===== src/hdl/bgrt_pkg.sv =====
// Package for the BGR24 to RGB565 tiler: shared widths, register indexes
// and the command and status structs between controller and datapath.
// No dependencies.
package bgrt_pkg;

  localparam int BYTE_W     = 8;
  localparam int ADDR_W     = 24;
  localparam int COLOR_W    = 16;
  localparam int OUT_W      = 40;
  localparam int CFG_IDX_W  = 3;
  localparam int CFG_DATA_W = 13;
  localparam int DIM_REG_W  = 13;
  localparam int TILE_REG_W = 9;
  localparam int PAD_W      = 2;

  // Configuration register indexes.
  localparam logic [CFG_IDX_W-1:0] CFG_IMAGE_WIDTH  = 3'd0;
  localparam logic [CFG_IDX_W-1:0] CFG_IMAGE_HEIGHT = 3'd1;
  localparam logic [CFG_IDX_W-1:0] CFG_TILE_WIDTH   = 3'd2;
  localparam logic [CFG_IDX_W-1:0] CFG_TILE_HEIGHT  = 3'd3;
  localparam logic [CFG_IDX_W-1:0] CFG_ROW_PADDING  = 3'd4;

  // Commands from the controller to the datapath.
  typedef struct packed {
    logic accept;    // input byte transfer this cycle
    logic start;     // red byte taken, launch the address dividers
    logic mul_en;    // register the first products
    logic scale_en;  // register the tile base product
    logic load_out;  // load the output register
  } bgrt_cmd_t;

  // Status from the datapath to the controller.
  typedef struct packed {
    logic red_next;  // next byte completes a pixel
    logic div_done;  // all dividers are idle
    logic out_free;  // output register can take a result
  } bgrt_sts_t;

endpackage


===== src/hdl/bgrt_div.sv =====
// Restoring divider, one quotient bit per cycle.
// Standalone; used by the tiler datapath.
module bgrt_div #(
  parameter int N = 13,
  parameter int D = 9
) (
  input  logic         clk,
  input  logic         rst,
  input  logic         start,
  input  logic [N-1:0] dividend,
  input  logic [D-1:0] divisor,
  output logic         busy,
  output logic [N-1:0] quotient,
  output logic [D-1:0] remainder
);

  localparam int CW = $clog2(N + 1);

  logic [CW-1:0] cnt;
  logic [D-1:0]  dsr;
  logic [D:0]    trial;
  logic          fits;

  // Shift the next dividend bit into the partial remainder.
  assign trial = {remainder, quotient[N-1]};
  assign fits  = trial >= {1'b0, dsr};
  assign busy  = cnt != '0;

  always_ff @(posedge clk) begin
    if (rst) begin
      cnt <= '0;
    end else if (start) begin
      cnt <= CW'(N);
    end else if (busy) begin
      cnt <= cnt - 1'b1;
    end
  end

  // Quotient bits replace dividend bits from the bottom.
  always_ff @(posedge clk) begin
    if (start) begin
      quotient  <= dividend;
      remainder <= '0;
      dsr       <= divisor;
    end else if (busy) begin
      quotient  <= {quotient[N-2:0], fits};
      remainder <= fits ? D'(trial - {1'b0, dsr}) : trial[D-1:0];
    end
  end

endmodule


===== src/hdl/bgrt_ctrl.sv =====
// Controller of the tiler: sequences the divide, multiply and output steps
// of one pixel and drives the input handshake. Depends on bgrt_pkg.
module bgrt_ctrl
  import bgrt_pkg::*;
(
  input  logic      clk,
  input  logic      rst,
  input  logic      in_valid,
  output logic      in_ready,
  input  bgrt_sts_t sts,
  output bgrt_cmd_t cmd
);

  typedef enum logic [2:0] {
    ST_IDLE,
    ST_DIV,
    ST_MUL,
    ST_SCALE,
    ST_FIN
  } state_t;

  state_t state;

  // Bytes that do not finish a pixel are taken even while a pixel is in work.
  assign in_ready = (state == ST_IDLE) || !sts.red_next;

  always_comb begin
    cmd.accept   = in_valid && in_ready;
    cmd.start    = in_valid && in_ready && sts.red_next;
    cmd.mul_en   = state == ST_MUL;
    cmd.scale_en = state == ST_SCALE;
    cmd.load_out = (state == ST_FIN) && sts.out_free;
  end

  always_ff @(posedge clk) begin
    if (rst) begin
      state <= ST_IDLE;
    end else begin
      unique case (state)
        ST_IDLE: begin
          if (cmd.start) state <= ST_DIV;
        end
        ST_DIV: begin
          if (sts.div_done) state <= ST_MUL;
        end
        ST_MUL: begin
          state <= ST_SCALE;
        end
        ST_SCALE: begin
          state <= ST_FIN;
        end
        ST_FIN: begin
          if (sts.out_free) state <= ST_IDLE;
        end
        default: begin
          state <= ST_IDLE;
        end
      endcase
    end
  end

endmodule


===== src/hdl/bgrt_dp.sv =====
// Datapath of the tiler: configuration registers, byte collection, frame
// counters, tile address arithmetic and the output register.
// Depends on bgrt_pkg and bgrt_div.
module bgrt_dp
  import bgrt_pkg::*;
#(
  parameter int MAX_DIM  = 4096,
  parameter int MAX_TILE = 256
) (
  input  logic                  clk,
  input  logic                  rst,
  input  logic                  cfg_we,
  input  logic [CFG_IDX_W-1:0]  cfg_index,
  input  logic [CFG_DATA_W-1:0] cfg_data,
  input  logic [BYTE_W-1:0]     in_byte,
  input  bgrt_cmd_t             cmd,
  output bgrt_sts_t             sts,
  output logic                  out_valid,
  input  logic                  out_ready,
  output logic [OUT_W-1:0]      out_data,
  output logic                  out_last
);

  // Largest usable dimensions, bounded by the register widths.
  localparam int DIM_LIM  = (MAX_DIM > 8191) ? 8191 : MAX_DIM;
  localparam int TILE_LIM = (MAX_TILE > 511) ? 511 : MAX_TILE;
  localparam int DIV_W    = $clog2(DIM_LIM + 1);
  localparam int CNT_W    = $clog2(DIM_LIM);
  localparam int TW_W     = $clog2(TILE_LIM + 1);
  localparam logic [DIM_REG_W-1:0]  DIM_LIM_V  = DIM_REG_W'(DIM_LIM);
  localparam logic [TILE_REG_W-1:0] TILE_LIM_V = TILE_REG_W'(TILE_LIM);

  typedef enum logic [1:0] {
    PH_BLUE,
    PH_GREEN,
    PH_RED
  } phase_t;

  logic [DIM_REG_W-1:0]  image_width, image_height;
  logic [TILE_REG_W-1:0] tile_width, tile_height;
  logic [PAD_W-1:0]      row_padding;

  phase_t                byte_phase;
  logic [BYTE_W-1:0]     held_blue, held_green;
  logic [CNT_W-1:0]      column_count, row_count;
  logic [PAD_W-1:0]      pad_count;
  logic                  in_padding;

  logic [DIV_W-1:0]      w_c, h_c, x_ext, y_ext, x_inc, y_inc, yi;
  logic [TW_W-1:0]       tw_c, th_c;
  logic                  row_end, frame_end, pad_done, is_red;

  logic [COLOR_W-1:0]    color_hold;
  logic                  last_hold;

  logic [DIV_W-1:0]      q_x, q_y, q_w;
  logic [TW_W-1:0]       r_x, r_y, r_w;
  logic                  busy_x, busy_y, busy_w;

  logic [ADDR_W-1:0]     p_rows, p_in, tile_area, p_tile, addr_sum;

  // Configuration writes; unknown indexes are ignored.
  always_ff @(posedge clk) begin
    if (rst) begin
      image_width  <= DIM_REG_W'(1);
      image_height <= DIM_REG_W'(1);
      tile_width   <= TILE_REG_W'(1);
      tile_height  <= TILE_REG_W'(1);
      row_padding  <= '0;
    end else if (cfg_we) begin
      unique case (cfg_index)
        CFG_IMAGE_WIDTH:  image_width  <= cfg_data;
        CFG_IMAGE_HEIGHT: image_height <= cfg_data;
        CFG_TILE_WIDTH:   tile_width   <= cfg_data[TILE_REG_W-1:0];
        CFG_TILE_HEIGHT:  tile_height  <= cfg_data[TILE_REG_W-1:0];
        CFG_ROW_PADDING:  row_padding  <= cfg_data[PAD_W-1:0];
        default: ;
      endcase
    end
  end

  // Dimensions in use: zero reads as one, large values saturate.
  always_comb begin
    if (image_width == '0)           w_c = DIV_W'(1);
    else if (image_width > DIM_LIM_V) w_c = DIV_W'(DIM_LIM);
    else                             w_c = DIV_W'(image_width);
    if (image_height == '0)           h_c = DIV_W'(1);
    else if (image_height > DIM_LIM_V) h_c = DIV_W'(DIM_LIM);
    else                              h_c = DIV_W'(image_height);
    if (tile_width == '0)             tw_c = TW_W'(1);
    else if (tile_width > TILE_LIM_V) tw_c = TW_W'(TILE_LIM);
    else                              tw_c = TW_W'(tile_width);
    if (tile_height == '0)             th_c = TW_W'(1);
    else if (tile_height > TILE_LIM_V) th_c = TW_W'(TILE_LIM);
    else                               th_c = TW_W'(tile_height);
  end

  // Row and frame ends, and the flipped row index.
  always_comb begin
    x_ext     = DIV_W'(column_count);
    y_ext     = DIV_W'(row_count);
    x_inc     = x_ext + 1'b1;
    y_inc     = y_ext + 1'b1;
    row_end   = x_inc >= w_c;
    frame_end = row_end && (y_inc >= h_c);
    yi        = (y_ext < h_c) ? DIV_W'(h_c - y_ext - 1'b1) : '0;
    pad_done  = ({1'b0, pad_count} + 1'b1) >= {1'b0, row_padding};
    is_red    = (byte_phase != PH_BLUE) && (byte_phase != PH_GREEN);
  end

  assign sts.red_next = !in_padding && is_red;
  assign sts.div_done = !busy_x && !busy_y && !busy_w;
  assign sts.out_free = !out_valid || out_ready;

  // Byte collection, padding skip and frame counters.
  always_ff @(posedge clk) begin
    if (rst) begin
      byte_phase   <= PH_BLUE;
      column_count <= '0;
      row_count    <= '0;
      pad_count    <= '0;
      in_padding   <= 1'b0;
    end else if (cmd.accept) begin
      if (in_padding) begin
        if (pad_done) begin
          in_padding <= 1'b0;
          pad_count  <= '0;
        end else begin
          pad_count <= pad_count + 1'b1;
        end
      end else if (byte_phase == PH_BLUE) begin
        byte_phase <= PH_GREEN;
      end else if (byte_phase == PH_GREEN) begin
        byte_phase <= PH_RED;
      end else begin
        byte_phase <= PH_BLUE;
        if (row_end) begin
          column_count <= '0;
          row_count    <= frame_end ? '0 : y_inc[CNT_W-1:0];
          if (row_padding != '0) begin
            in_padding <= 1'b1;
            pad_count  <= '0;
          end
        end else begin
          column_count <= x_inc[CNT_W-1:0];
        end
      end
    end
  end

  // Held color components and the packed pixel.
  always_ff @(posedge clk) begin
    if (cmd.accept && !in_padding) begin
      if (byte_phase == PH_BLUE) begin
        held_blue <= in_byte;
      end else if (byte_phase == PH_GREEN) begin
        held_green <= in_byte;
      end
    end
    if (cmd.start) begin
      color_hold <= {in_byte[7:3], held_green[7:2], held_blue[7:3]};
      last_hold  <= frame_end;
    end
  end

  // Column, row and tiles-per-row divisions run side by side.
  bgrt_div #(.N(DIV_W), .D(TW_W)) u_div_x (
    .clk(clk), .rst(rst), .start(cmd.start), .dividend(x_ext), .divisor(tw_c),
    .busy(busy_x), .quotient(q_x), .remainder(r_x)
  );

  bgrt_div #(.N(DIV_W), .D(TW_W)) u_div_y (
    .clk(clk), .rst(rst), .start(cmd.start), .dividend(yi), .divisor(th_c),
    .busy(busy_y), .quotient(q_y), .remainder(r_y)
  );

  bgrt_div #(.N(DIV_W), .D(TW_W)) u_div_w (
    .clk(clk), .rst(rst), .start(cmd.start), .dividend(w_c), .divisor(tw_c),
    .busy(busy_w), .quotient(q_w), .remainder(r_w)
  );

  // First products: tile row offset, offset inside the tile, tile area.
  // The remainder of the tiles-per-row division only matters as a check.
  always_ff @(posedge clk) begin
    if (cmd.mul_en) begin
      p_rows    <= ADDR_W'(q_y) * ADDR_W'(q_w);
      p_in      <= ADDR_W'(r_y) * ADDR_W'(tw_c);
      tile_area <= ADDR_W'(tw_c) * ADDR_W'(th_c);
    end
  end

  // Base address of the tile, kept modulo 2^24.
  always_ff @(posedge clk) begin
    if (cmd.scale_en) begin
      p_tile <= (ADDR_W'(q_x) + p_rows) * tile_area;
    end
  end

  assign addr_sum = p_tile + p_in + ADDR_W'(r_x);

  // Output register: frees the input side while a result waits.
  always_ff @(posedge clk) begin
    if (rst) begin
      out_valid <= 1'b0;
    end else if (cmd.load_out) begin
      out_valid <= 1'b1;
    end else if (out_ready) begin
      out_valid <= 1'b0;
    end
  end

  always_ff @(posedge clk) begin
    if (cmd.load_out) begin
      out_data <= {color_hold, addr_sum};
      out_last <= last_hold;
    end
  end

  // A divider remainder is always below its divisor.
  logic unused_ok;
  assign unused_ok = r_w < tw_c;

endmodule


===== src/hdl/bgr24_to_rgb565_tiler.sv =====
// BGR24 to RGB565 tiler, top level. Each red byte completes a pixel; its
// tile address comes from the bit-serial dividers, then the multiply and
// scale steps. Blue, green and padding bytes are taken at one per cycle,
// also while a pixel is in work; the next red byte waits until the last
// result is loaded. Reset is synchronous and clears configuration to width,
// height and tile sizes of one with no padding, and starts a new frame.
module bgr24_to_rgb565_tiler
  import bgrt_pkg::*;
#(
  parameter int MAX_DIM  = 4096,
  parameter int MAX_TILE = 256
) (
  input  logic                  clk,
  input  logic                  rst,
  input  logic                  cfg_we,
  input  logic [CFG_IDX_W-1:0]  cfg_index,
  input  logic [CFG_DATA_W-1:0] cfg_data,
  input  logic                  s_axis_tvalid,
  output logic                  s_axis_tready,
  input  logic [BYTE_W-1:0]     s_axis_tdata,   // data_byte[7:0]
  output logic                  m_axis_tvalid,
  input  logic                  m_axis_tready,
  output logic [OUT_W-1:0]      m_axis_tdata,   // tile_address[23:0], color565[39:24]
  output logic                  m_axis_tlast    // last_pixel
);

  bgrt_cmd_t cmd;
  bgrt_sts_t sts;

  bgrt_ctrl u_ctrl (
    .clk      (clk),
    .rst      (rst),
    .in_valid (s_axis_tvalid),
    .in_ready (s_axis_tready),
    .sts      (sts),
    .cmd      (cmd)
  );

  bgrt_dp #(.MAX_DIM(MAX_DIM), .MAX_TILE(MAX_TILE)) u_dp (
    .clk       (clk),
    .rst       (rst),
    .cfg_we    (cfg_we),
    .cfg_index (cfg_index),
    .cfg_data  (cfg_data),
    .in_byte   (s_axis_tdata),
    .cmd       (cmd),
    .sts       (sts),
    .out_valid (m_axis_tvalid),
    .out_ready (m_axis_tready),
    .out_data  (m_axis_tdata),
    .out_last  (m_axis_tlast)
  );

  // Every red byte transfer launches an address computation.
  a_red_starts: assert property (@(posedge clk) disable iff (rst)
    (cmd.accept && sts.red_next) |-> cmd.start)
    else $error("red byte taken without starting a pixel");

  // The dividers are running in the cycle after a launch.
  a_div_runs: assert property (@(posedge clk) disable iff (rst)
    cmd.start |=> !sts.div_done)
    else $error("dividers idle after a pixel launch");

  // A result never overwrites one that has not been transferred.
  a_no_overwrite: assert property (@(posedge clk) disable iff (rst)
    cmd.load_out |-> (!m_axis_tvalid || m_axis_tready))
    else $error("output register loaded while holding a result");

endmodule

===== config.mk =====
export PLATFORM = sky130hd
export DESIGN_NAME = bgr24_to_rgb565_tiler
export DESIGN_NICKNAME = d
export VERILOG_FILES = /design/src/hdl/bgrt_pkg.sv /design/src/hdl/bgrt_div.sv /design/src/hdl/bgrt_ctrl.sv /design/src/hdl/bgrt_dp.sv /design/src/hdl/bgr24_to_rgb565_tiler.sv
export SDC_FILE = /design/constraint.sdc
export NUM_CORES = 2
export LEC_CHECK = 0
export BUFFER_PORTS_ARGS = -buffer_cell sky130_fd_sc_hd__buf_4
export CAP_MARGIN = 20
export CORE_ASPECT_RATIO = 2
export CORE_MARGIN = 2
export CORE_UTILIZATION = 55
export DETAILED_ROUTE_END_ITERATION = 10
export PLACE_DENSITY_LB_ADDON = 0.3
export SYNTH_ARGS = -nofsm -noshare
export SYNTH_HDL_FRONTEND = slang
export SYNTH_SLANG_ARGS = --single-unit

===== constraint.sdc =====
create_clock -name clk -period 13.7 [get_ports clk]
set_input_delay 1.37 -clock clk [delete_from_list [all_inputs] [get_ports clk]]
set_output_delay 1.37 -clock clk [all_outputs]
set_load 0.03 [all_outputs]

==> out/qor.csv <==
stage,metric,value,unit
detailed_routing,post-DR vias/cell,5.55,
synth,cells after synthesis,3728,
floorplan,Initial Util,55.4,%
critical_path,Top delay family on crit path,adder cells,
grt,first-pass GRT wire length,132,mm
critical_path,startpoint types,flop,
grt,GRT Total Usage,25.8,%
clock_network,Clk Tree Root Cell,clkbuf_16,
synth,Synth cell types,75,
sta,Worst Clk Skew,0.0235,ns
job,MaxCap Viol Count,0,
sta,minimum clock period,8.64,ns
critical_path,CP Capture Type,flop,
layout,nets,4510,
sta,unrepaired setup endpoints after global routing,no,
clock_network,CTS max path bufs,3,
synth,number of flops mapped to enable cells by yosys,209,
critical_path,Buf/Inv on CP,5,
layout,layout cells sized above 1,4.89,%
sta,"Hold Vio Cnt, Final",0,
clock_network,H-tree level count,1,
synth,mux contribution to synthesized area,0.173,%
synth,Syn Std Cell Area,34800,µm²
clock_network,Worst-path clk slew,0.07,ns
layout,"most common cell after layout, fill and taps aside",inv_1,
detailed_routing,drt first pass iters,7,
critical_path,"Arr. time, crit path",9.00,ns
synth,syn_nets,4520,
sta,worst slew pin tran,1.06,ns
layout,Area growth syn-to-layout,6.47,%
sta,Final period util,63.1,%
floorplan,DIE AREA,65400,µm²
grt,initial antenna violation count,0,
detailed_routing,Remaining DRCs,0,
clock_network,clock latency on the worst-skew pair,0.63,ns
clock_network,# resized after CTS,0,
synth,Post-Synth Simple-Gate Area,16.4,%
grt,number of global-route vias before repair,26700,
floorplan,IO Pins,72,
synth,"Top FF cell, synth",edfxtp_1,
placed_design,HPWL Detailed,66.0,mm
detailed_routing,via count,25200,
placed_design,IO buf count,69,
critical_path,Critical Path Fanout Max,8,
sta,final setup vio count,0,
critical_path,Crit Path Category,reg -> reg,
worst_hold_path,HP Class,reg -> reg,
synth,fraction of registers with async set/reset,0,%
grt,largest net degree at the start of global routing,88,
detailed_routing,total detailed-routing wirelength,82.8,mm
synth,Post-Synth XOR/XNOR Area,4.54,%
synth,post-synthesis compound-gate area fraction,8.38,%
detailed_routing,Routed wire per std cell,18.3,µm
sta,Slew Limit Fails,0,
detailed_routing,Routed Antenna Nets,0,
synth,largest family of logic cells by synthesized area,adder cells,
critical_path,CP most frequent cell,xnor2_1,
synth,"Seq/Total Area, Yosys",24.9,%
synth,total number of yosys warnings,0,
clock_network,clock sinks,328,
synth,syn avg cell area,9.34,µm²
clock_network,Post-CTS Repair Setup Buffers,0,
synth,adder-cell share of the synthesized area,36.9,%
critical_path,"Largest stage delay, worst path",0.65,ns
critical_path,Worst EP required,14.06,ns
clock_network,Num CTS Buffers,30,
clock_network,hold-fix buffers at CTS,0,
run_status,status,"complete, no violations",
sta,Final TNS setup,0,ns
synth,synthesized flop and latch total,328,
floorplan,chip width,182,µm
placed_design,RePlAce Congestion,0.927,
floorplan,core footprint,62800,µm²
floorplan,# rows,130,
sta,Max Fclk,116,MHz
floorplan,Vert. Die Dim,360,µm
critical_path,"Slowest-stage cell, CP",xnor2_1,
sta,Rel. slew slack,28.9,%
grt,GRT overflow,0,
detailed_routing,initial DRC count,1123,
clock_network,CTS tree,yes,
layout,"commonest non-fill, non-tap cells in the layout","663 x inv_1, 555 x nand2_1, 441 x fa_1",
==> worst reg2reg max path: cells and delay by family, from the launching register on <==
kind | cells | cell delay (ns)
buf+inv | 5 | 0.29
compound gates | 4 | 1.10
fa+ha+maj | 8 | 3.64
xor+xnor | 10 | 2.58
flops | 1 | 0.35
simple gates | 2 | 0.42
==> per-layer routing <==
| layer | part of all wire (%) | routed length [µm] | global-route usage [%] | vias to the layer above |
|---|---|---|---|---|
| li1 | - | - | - | 11800 |
| met1 | 32 | 26800 | 24.5 | 12500 |
| met2 | 57 | 46800 | 51.1 | 634 |
| met3 | 3.1 | 2610 | 2.01 | 304 |
| met4 | 8.0 | 6610 | 18.2 | 0 |
| met5 | 0 | 0 | 0 | - |
==> metrics by stage <==
stage / instances / area, µm² / utilization, % / setup WS, ns / hold slack (ns)
after floorplan: 3728 / 34800 / - / 6.22 / 0.400
after CTS: 4534 / 37100 / 59.0 / 5.06 / 0.415
after global placement: 4477 / 36000 / 57.4 / 5.16 / 0.402
after detailed placement: 4478 / 36000 / 57.4 / 5.07 / 0.405
final: 4535 / 37100 / 59.0 / 5.06 / 0.413
after global routing: 4534 / 37100 / 59.0 / 4.75 / 0.417
==> synth_stat cells (7+ instances only) <==
cell,instances,area share (%)
o21ai_0,104,1.5
a21boi_0,10,0.22
clkbuf_1,130,1.4
nand2_1,555,6.0
a22o_1,18,0.45
o21bai_1,10,0.22
dfxtp_1,119,6.8
a21o_1,41,0.88
a21oi_1,150,2.2
nor4_1,10,0.18
o211ai_1,11,0.24
and3_1,21,0.38
edfxtp_1,209,18
nor2_1,145,1.6
nor2b_1,57,1.0
nor3_1,39,0.56
o41ai_1,7,0.18
buf_1,7,0.076
or3_1,9,0.16
nand3_1,31,0.45
xor2_1,40,1.0
ha_1,322,12
or3b_2,7,0.18
nand3b_1,13,0.28
a211oi_1,33,0.71
and2_1,236,4.2
nand2b_1,41,0.74
inv_1,664,7.2
nand4_1,8,0.14
xnor2_1,131,3.3
o21a_1,19,0.41
fa_1,441,25
==> cells by family (layout without fill, tap and decap cells) <==
group	count (synthesis)	after routing
multiplexers	6	6
adder cells (fa/ha/maj)	763	763
AO/OA/AOI/OAI	457	457
AND/OR/NAND/NOR	1196	1196
flip-flops	328	328
XOR/XNOR	175	175
other	0	1
buffers and inverters	803	817
==> flip-flops by register name (all words and copies together) (netlist names), 5 cells and up <==
signal and count:
u_dp.u_div_x.dsr 9, u_dp.row_count 12, u_dp.p_in 18, u_dp.held_blue 5
u_dp.p_tile 24, u_dp.p_rows 24, u_dp.u_div_y.dsr 9, u_dp.u_div_w.remainder 9
u_dp.held_green 6, u_dp.u_div_y.remainder 9, u_dp.u_div_x.quotient 13, u_dp.tile_area 18
u_dp.image_height 13, u_dp.column_count 12, u_dp.tile_height 9, u_dp.image_width 13
u_dp.color_hold 16, u_dp.u_div_x.remainder 9, u_dp.u_div_w.quotient 13, u_dp.out_data 40
u_dp.u_div_y.quotient 13, u_dp.tile_width 9
==> area by class of cell <==
cell class	instances	area, µm²
diodes	1	2.50
clock buffers	41	883
clock inverters	15	148
fillers	5434	25700
inverters	664	2490
multi-input cells	2597	23200
flip-flops and latches	328	8660
well taps	792	991
repair buffers	97	728
==> worst paths after layout <==
| kind | from | depth (start not counted) | to | slack, ns |
|---|---|---|---|---|
| worst max-delay path | u_dp.u_div_x.quotient[0] | 29 | u_dp.p_tile[23] | 5.06 |
| worst min-delay path | u_dp.held_green[6] | 0 | u_dp.color_hold[9] | 0.41 |
| worst max register to register | u_dp.u_div_x.quotient[0] | 29 | u_dp.p_tile[23] | 5.06 |
| worst min register to register | u_dp.held_green[6] | 0 | u_dp.color_hold[9] | 0.41 |
Power is not shown: default switching activity piles up to over one toggle a cycle in this logic, so the estimate is an artifact.
